===== src/design/ffilt_pkg.sv =====
// Shared types and constants for the frequency threshold filter.
// Used by ffilt_cell and frequency_threshold_filter_core; no dependencies.
`default_nettype none
package ffilt_pkg;

	localparam int VALUE_W = 32;
	localparam int CNT_W   = 7;

	// Commands from the sequencer to every cell of the row
	typedef struct packed {
		logic wr;     // write the cell addressed by the load index
		logic probe;  // compare against the circulating copy, then rotate it
		logic shift;  // rotate value, valid and count one cell down the ring
		logic clear;  // drop every entry at the end of a run
	} cell_ctrl_t;

	// What one cell hands to its neighbor on a rotate
	typedef struct packed {
		logic [VALUE_W-1:0] value;
		logic               valid;
		logic [CNT_W-1:0]   cnt;
	} cell_data_t;

endpackage
`default_nettype wire


===== src/design/ffilt_cell.sv =====
// One cell of the filter row: holds one list entry, its occurrence count
// and a circulating probe copy. Depends on ffilt_pkg.
`default_nettype none
module ffilt_cell #(
	parameter int INDEX = 0
) (
	input  wire                          clk,
	input  wire                          arst_n,
	input  wire ffilt_pkg::cell_ctrl_t   ctrl,
	input  wire [ffilt_pkg::CNT_W-1:0]   wr_idx,
	input  wire [ffilt_pkg::VALUE_W-1:0] wr_value,
	input  wire [ffilt_pkg::CNT_W-1:0]   min_count,
	input  wire ffilt_pkg::cell_data_t   nbr_data,
	input  wire [ffilt_pkg::VALUE_W-1:0] nbr_rot,
	input  wire                          nbr_rot_valid,
	output ffilt_pkg::cell_data_t        data,
	output logic [ffilt_pkg::VALUE_W-1:0] rot,
	output logic                         rot_valid,
	output logic                         kept
);
	import ffilt_pkg::*;

	logic [VALUE_W-1:0] value_q;
	logic               valid_q;
	logic [CNT_W-1:0]   cnt_q;
	logic [VALUE_W-1:0] rot_q;
	logic               rot_valid_q;
	logic               sel;
	logic               match;

	assign sel   = ctrl.wr && (wr_idx == CNT_W'(INDEX));
	assign match = valid_q && rot_valid_q && (rot_q == value_q);

	always_ff @(posedge clk or negedge arst_n) begin
		if (!arst_n) begin
			valid_q     <= 1'b0;
			rot_valid_q <= 1'b0;
		end else if (ctrl.clear) begin
			valid_q     <= 1'b0;
			rot_valid_q <= 1'b0;
		end else if (sel) begin
			valid_q     <= 1'b1;
			rot_valid_q <= 1'b1;
		end else if (ctrl.shift) begin
			valid_q     <= nbr_data.valid;
		end else if (ctrl.probe) begin
			rot_valid_q <= nbr_rot_valid;
		end
	end

	always_ff @(posedge clk) begin
		if (sel) begin
			value_q <= wr_value;
			rot_q   <= wr_value;
			cnt_q   <= '0;
		end else if (ctrl.shift) begin
			value_q <= nbr_data.value;
			cnt_q   <= nbr_data.cnt;
		end else if (ctrl.probe) begin
			rot_q   <= nbr_rot;
			cnt_q   <= cnt_q + CNT_W'(match);
		end
	end

	assign data      = '{value: value_q, valid: valid_q, cnt: cnt_q};
	assign rot       = rot_q;
	assign rot_valid = rot_valid_q;
	assign kept      = valid_q && (cnt_q >= min_count);

endmodule
`default_nettype wire


===== config.mk =====
export PLATFORM = sky130hd
export DESIGN_NAME = ffilt_cell
export DESIGN_NICKNAME = d
export VERILOG_FILES = /design/src/design/ffilt_pkg.sv /design/src/design/ffilt_cell.sv
export SDC_FILE = /design/constraint.sdc
export NUM_CORES = 1
export LEC_CHECK = 0
export ABC_AREA = 1
export ABC_CLOCK_PERIOD_IN_PS = 3900
export CORE_ASPECT_RATIO = 0.9
export CORE_MARGIN = 2
export CORE_UTILIZATION = 45
export CTS_BUF_LIST = sky130_fd_sc_hd__clkbuf_8
export CTS_CLUSTER_SIZE = 16
export DETAILED_ROUTE_END_ITERATION = 10
export DONT_BUFFER_PORTS = 1
export MAX_ROUTING_LAYER = met4
export PLACE_DENSITY = 0.66
export SYNTH_ARGS = -nofsm -noshare
export SYNTH_HDL_FRONTEND = slang
export SYNTH_SLANG_ARGS = --single-unit

===== constraint.sdc =====
create_clock -name clk -period 3.9 [get_ports clk]
set_clock_uncertainty 0.15 [all_clocks]
set_input_delay 0.195 -clock clk [delete_from_list [all_inputs] [get_ports clk]]
set_output_delay 0.195 -clock clk [all_outputs]
set_load 0.02 [all_outputs]

==> Flow_metrics.wiki, run 1 <==
{| class="wikitable"
! Metric !! Value
|-
| Instance count of the mapped netlist || 483
|-
| Avg Inst Size Synth || 8.310 µm²
|-
| Number of warning messages in the yosys log || 0
|-
| Cell row count || 32
|-
| Error message || [ERROR RSZ-0060] Max buffer count reached.
|-
| Clock buffer count from CTS || 9
|-
| Buffers from clock root to sink, at most || 2
|-
| Number of different library cells in the post-synthesis netlist || 29
|-
| Number of buffers added to fix hold violations after cts || 121
|-
| Weighted congestion at the end of routability-driven global placement || ~0.75
|-
| Number of resized instances in the post-cts repair step || 0
|-
| Detailed-placement wirelength estimate || 7.320 mm
|-
| Die Wd || 103.6 µm
|-
| Clk Tree Root Cell || clkbuf_8
|-
| Number of levels in the clock H-tree || 3
|-
| Synthesized area || 4014 µm²
|-
| Net count after synthesis || 617
|-
| Number of top-level pins || 199
|-
| Port Buf Inserts || 0
|-
| Clock Sinks || 73
|-
| Flip-flop and latch count after synthesis || 73
|-
| Sequential area share after synthesis || 52.62%
|-
| Outcome || stopped before the end
|-
| Initial standard-cell utilization of the core || 46.63%
|-
| Stopped at || 4_1_cts
|-
| Height of the die || 93.60 µm
|-
| Post-CTS repair timing setup buffer count || 0
|}
cells by family after synthesis:
kind of cell | after synthesis | synth area share (%)
DFF | 73 | 52.62
muxes | 2 | 0.4988
AOI/OAI and AO/OA | 88 | 11.53
and+or+nand+nor | 198 | 19.51
adders and majority gates | 9 | 2.806
xor gates and xnor gates | 12 | 2.618
buffers and inverters | 101 | 10.41
cells in the mapped netlist (all sizes together):
master  instances  area share (%)
nand2         156              15
buf             9             1.8
dfrtp           2             1.2
ha              9             2.8
a31oi           2            0.31
nand3           7            0.87
o21bai          1            0.19
or2             2            0.31
o211ai          1            0.19
inv            85             7.9
o21a            1            0.19
xor2            2            0.44
a21oi           8             1.0
o21ai          70             8.7
clkbuf          7            0.65
nor4            3            0.78
nor2           28             2.6
nand4           1            0.16
dfxtp           7             3.5
xnor2          10             2.2
edfxtp         64              48
a22oi           5            0.94
mux2i           2            0.50
nor3            1            0.12
per-stage QoR:
stage	setup WS (ns)	std cells	hold WS, ns	utilization (%)	cell area (µm²)
after floorplan	1.771	483	-0.2506	-	4014
after global placement	1.421	587	-0.2505	47.41	4081
after detailed placement	1.400	587	-0.2505	47.41	4081
==> run 2, diff against run 1 <==
CORE_ASPECT_RATIO = unset   (was 0.9)
CORE_UTILIZATION = 30   (was 45)
CTS_BUF_LIST = unset   (was sky130_fd_sc_hd__clkbuf_8)
CTS_CLUSTER_SIZE = unset   (was 16)
MAX_ROUTING_LAYER = unset   (was met4)
PLACE_DENSITY = unset   (was 0.66)
PLACE_DENSITY_LB_ADDON = 0.15   (was unset)
==> Flow_metrics.wiki, run 2 <==
{| class="wikitable"
! Metric !! Value
|-
| Post-detailed-route via-to-cell ratio || 4.444
|-
| Number of max-slew violations in the final report || 0
|-
| Initial standard-cell utilization of the core || 30.55%
|-
| Leakage Power || 2.644 nW
|-
| Outcome || complete, no violations
|-
| Routed wirelength normalized by instance count || 14.40 µm
|-
| Number of warning messages in the yosys log || 0
|-
| Category of the worst setup path launch point || flip-flop
|-
| Post-route ant nets || 0
|-
| Wire length of the first global-routing pass || roughly 17 mm
|-
| Share of post-route cells with drive strength above 1 || 3.094%
|-
| Net count after synthesis || 617
|-
| Sequential area share after synthesis || a little over half
|-
| Final period utilization || 76.43%
|-
| Flip-flop and latch count after synthesis || 73
|-
| Clk Tree Root Cell || clkbuf_16
|-
| Layout fillers || between 1,000 and 1,500
|-
| Core ar. || 13,140 µm²
|-
| CP Data Required Time || 4.04 ns
|-
| Top cells by area in the synthesized netlist || edfxtp_1 (48%), nand2_1 (14%), inv_1 (7.9%), o21ai_0 (4.5%), o21ai_1 (4.2%)
|-
| Data arrival time of the worst path || between 3 and 4 ns
|-
| Remaining max-slew budget at the tightest pin || about two fifths
|-
| Most common cell in the netlist || nand2_1
|-
| Die Wd || 119.7 µm
|-
| Final setup violating endpoints || 0
|-
| Avg Inst Size Synth || ~8.3 µm²
|-
| Insertion delay to the later sink of the worst-skew pair || 0.34 ns
|-
| Buffers from clock root to sink, at most || 2
|-
| Cell with the biggest individual delay on the critical path || dlygate4sd3_1
|-
| Count of routing violations after the opening detailed-route iteration || 151
|-
| Post-layout worst setup margin || 0.9194 ns
|-
| Register clock-pin slew on the reported worst setup and hold paths || about 0.06 ns
|-
| Top cell type's share of synthesized area || 47.88%
|-
| Detailed-placement wirelength estimate || 7.742 mm
|-
| Number of placed instances with taps included || 644
|-
| Class of the most critical setup path || reg -> reg
|-
| Shortest period the worst path allows || 2.981 ns
|-
| Setup repair after global routing missed its margin || false
|-
| IR Drop Worst-Case VDD || 206.5 µV
|-
| Number of levels in the clock H-tree || 3
|-
| Async set or reset register ratio after synthesis || 2.740%
|-
| Count of flip-flops with a built-in enable after synthesis || between 60 and 70
|-
| Internal power of the cells || 1.573 mW
|-
| Fraction of power consumed by the clock network || between 30% and 40%
|-
| Worst Hold Class || in -> reg
|-
| Overflow after GRT || 0
|-
| Total Wirelength || 11.37 mm
|-
| Height of the die || 119.7 µm
|-
| Clock buffer count from CTS || 9
|-
| Slowest stage delay, CP || roughly 0.55 ns
|-
| Most common cell after layout, fill and taps aside || nand2_1
|-
| Max-cap check violation count || 0
|-
| TritonCTS clock tree || built
|-
| Switching Power || roughly 0.58 mW
|-
| Global router's overall resource usage || 16.14%
|-
| Min Hold Slack || between 0.002 and 0.0025 ns
|-
| Sequential share of power || 49.4%
|-
| CP dominant cell by count || nand2_1
|-
| F_max || approximately 0.34 GHz
|-
| Count of inserted antenna diode cells || 0
|-
| Pin count of the biggest net entering global routing || about 70
|-
| Footprint of the flip-flops and latches || 2112 µm²
|-
| Endpoint type of the worst setup path || flip-flop
|-
| Worst Tran Pin Value || 0.9221 ns
|-
| Sum of negative setup slack || 0 ns
|-
| Port Buf Inserts || 0
|-
| Critical Path Fanout Max || 3
|-
| Placement-stage worst setup slack || 1.396 ns
|-
| Final number of hold-violating endpoints || 0
|-
| Total via count after detailed routing || 3,511
|-
| Weighted congestion at the end of routability-driven global placement || around 0.75
|-
| Number of different library cells in the post-synthesis netlist || 29
|-
| Instance count of the mapped netlist || slightly below 500
|-
| Final Instance Count excl. Fillers || slightly below 800
|-
| Number of top-level pins || a little under 200
|-
| Ranking of synthesized cells by instance count || nand2_1 (155), inv_1 (85), edfxtp_1 (64)
|-
| Synthesized area || 4014 µm²
|-
| Area used by multi-input combinational logic || 1494 µm²
|-
| Net Sw Frac || 26.78%
|-
| Commonest cells after routing, fill and taps aside || nand2_1 (153), dlygate4sd3_1 (130), inv_1 (85), edfxtp_1 (64), o21ai_0 (36)
|-
| 1st-pass router iterations || 4
|-
| Cell row count || 42
|-
| Areal power density over the cells || 374.8 nW/µm²
|-
| Area of the die || 14,320 µm²
|-
| Power share of the combinational group || between 10% and 20%
|-
| Number of nets in the layout || 743
|-
| Number of antenna violations at the first check in global routing || 0
|-
| Most instantiated flip-flop cell in the synthesis netlist || edfxtp_1
|-
| Clock Sinks || 73
|-
| Critical Path, Cell by Cell || nand2_1, nand2_1, nor2_1, nand2_1, nor2_1, nand3_1, nor2_1, ha_1, ha_1, nand2_1, inv_1, nand2_1, o21bai_1, nand3_1, a21oi_1, dlygate4sd3_1
|-
| Vias in the first global route || 3,481
|-
| Count of unresolved DRC violations after routing || 0
|-
| Area leader, netlist || edfxtp_1
|-
| Area overhead of the layout relative to synthesis || 42.83%
|-
| Number of resized instances in the post-cts repair step || 0
|-
| Worst reg-to-reg setup slack || around 0.92 ns
|}
[run 2: per-layer routing]
metal	track usage [%]	part of all wire (%)	vias to the layer above	wire length [µm]
li1	-	-	1801	-
met1	17.69	40	1573	4510
met2	27.36	50	123	5654
met3	6.892	8.6	14	981
met4	6.765	2.0	0	227
met5	0	0	-	0
[run 2: worst paths after layout]
check                      cells past startpoint         start           to
setup / recovery                              16    value_q[6]     cnt_q[6]
hold / removal                                 2  wr_value[18]  value_q[18]
setup reg to reg                              16    value_q[6]     cnt_q[6]
hold reg to reg                                4      cnt_q[0]     cnt_q[0]
max in group asynchronous                      2        arst_n    rot_valid
min in group asynchronous                      2        arst_n      valid_q
[run 2: cell type report]
| class | instances | share of cell area [%] |
|---|---|---|
| clock buffer | 11 | 4.059 |
| clock inverter | 5 | 0.8075 |
| inverter | 85 | 5.565 |
| multi-input combinational | 309 | 26.06 |
| sequential | 73 | 36.84 |
| tap | 176 | 3.841 |
| timing repair buffer | 131 | 22.83 |
[run 2: power by group through the flow]
stage          registers, mW  logic, mW  clock network [mW]
6_report                1.06      0.292               0.795
5_1_grt                 1.07      0.334               0.852
4_1_cts                 1.06      0.293               0.816
3_5_place_dp            1.08      0.186                   0
3_3_place_gp            1.08      0.183                   0
2_1_floorplan           1.05      0.146                   0
[run 2: what timing repair did]
action,in CTS,in global routing
setup buffers,0,0
endpoints found under the hold margin,75,0
setup endpoints to repair,0,0
hold buffers,130,0
[run 2: metrics by stage]
step | utilization [%] | power, mW | cell area (µm²)
final | 43.64 | 2.149 | 5733
after global routing | 43.64 | 2.258 | 5733
after CTS | 43.64 | 2.173 | 5733
after detailed placement | 31.61 | 1.265 | 4153
after global placement | 31.61 | 1.262 | 4153
after floorplan | - | 1.199 | 4014
[run 2: worst max-delay path: cells and delay by family (launching register included)]
family                     cells  cell delay, ns
and+or+nand+nor               10            0.99
adders and majority gates      2            0.38
buffers and inverters          2            0.64
DFF                            1            0.51
AOI/OAI and AO/OA              2            0.26
[run 2: kinds of logic (layout without fill, tap and decap cells)]
| family | count (synthesis) | in the layout | synth area share [%] |
|---|---|---|---|
| mux | 2 | 2 | 0.4988 |
| compound gates | 88 | 88 | 11.53 |
| flops | 73 | 73 | 52.62 |
| buf+inv | 101 | 232 | 10.41 |
| simple gates | 198 | 198 | 19.51 |
| xor+xnor | 12 | 12 | 2.618 |
| fa+ha+maj | 9 | 9 | 2.806 |
Note: power is estimated with default switching activity, not from simulation.
==> run 3, diff against run 2 <==
ABC_AREA = 0   (was 1)
ABC_CLOCK_PERIOD_IN_PS = 2430   (was 3900)
clock period = 2.43 ns   (was 3.9 ns; I/O delays follow)
==> Flow_metrics.wiki, run 3 <==
{| class="wikitable"
! Metric !! Value
|-
| Height of the die || 113.6 µm
|-
| Top cells by area in the synthesized netlist || edfxtp_1 (53%), nand2_1 (17%), xor2_1 (6.3%), dfxtp_1 (3.9%), ha_1 (3.1%)
|-
| Flip-flop and latch count after synthesis || 73
|-
| Net count after synthesis || 493
|-
| Number of buffers added to fix hold violations after cts || 128
|-
| Number of levels in the clock H-tree || 3
|-
| Ranking of synthesized cells by instance count || nand2_1 (162), edfxtp_1 (64), xor2_1 (26)
|-
| Cell row count || 40
|-
| Count of flip-flops with a built-in enable after synthesis || 64
|-
| Post-CTS repair timing setup buffer count || 1
|-
| Clk Tree Root Cell || clkbuf_16
|-
| Initial standard-cell utilization of the core || between 30% and 40%
|-
| Top cell type's share of synthesized area || 53.30%
|-
| Area leader, netlist || edfxtp_1
|-
| Avg Inst Size Synth || 10.04 µm²
|-
| Most common cell in the netlist || nand2_1
|-
| Outcome || stopped before the end
|-
| Clock buffer count from CTS || 9
|-
| Stopped at || 4_1_cts
|-
| Most instantiated flip-flop cell in the synthesis netlist || edfxtp_1
|-
| Number of different library cells in the post-synthesis netlist || 29
|-
| Port Buf Inserts || 0
|-
| Number of warning messages in the yosys log || 0
|-
| Die Wd || 113.6 µm
|-
| DP Area || 4682 µm²
|-
| Clock Sinks || 73
|-
| Detailed-placement wirelength estimate || 8.009 mm
|-
| Buffers from clock root to sink, at most || 2
|-
| Number of resized instances in the post-cts repair step || 4
|-
| Async set or reset register ratio after synthesis || under 10%
|-
| Sequential area share after synthesis || 58.57%
|-
| Error message || [ERROR RSZ-0060] Max buffer count reached.
|-
| Weighted congestion at the end of routability-driven global placement || about 0.74
|-
| Number of top-level pins || 199
|-
| Synthesized area || 3606 µm²
|-
| Instance count of the mapped netlist || around 360
|}
## run 3: cells by family after synthesis
kind of cell             share of synthesized area [%]
AO/OA/AOI/OAI                                    2.047
adder cells (fa/ha/maj)                          3.123
multiplexers                                     1.666
buffers and inverters                            2.464
AND/OR/NAND/NOR                                  23.14
flip-flops                                       58.57
XOR/XNOR                                         8.987
## run 3: per-stage QoR
stage	worst slack (ns)	std cells	hold WS (ns)	TNS (ns)
after floorplan	-0.4806	359	-0.3241	-2.223
after global placement	-0.7662	612	-0.3240	-4.593
after detailed placement	-0.7471	612	-0.3240	-4.502
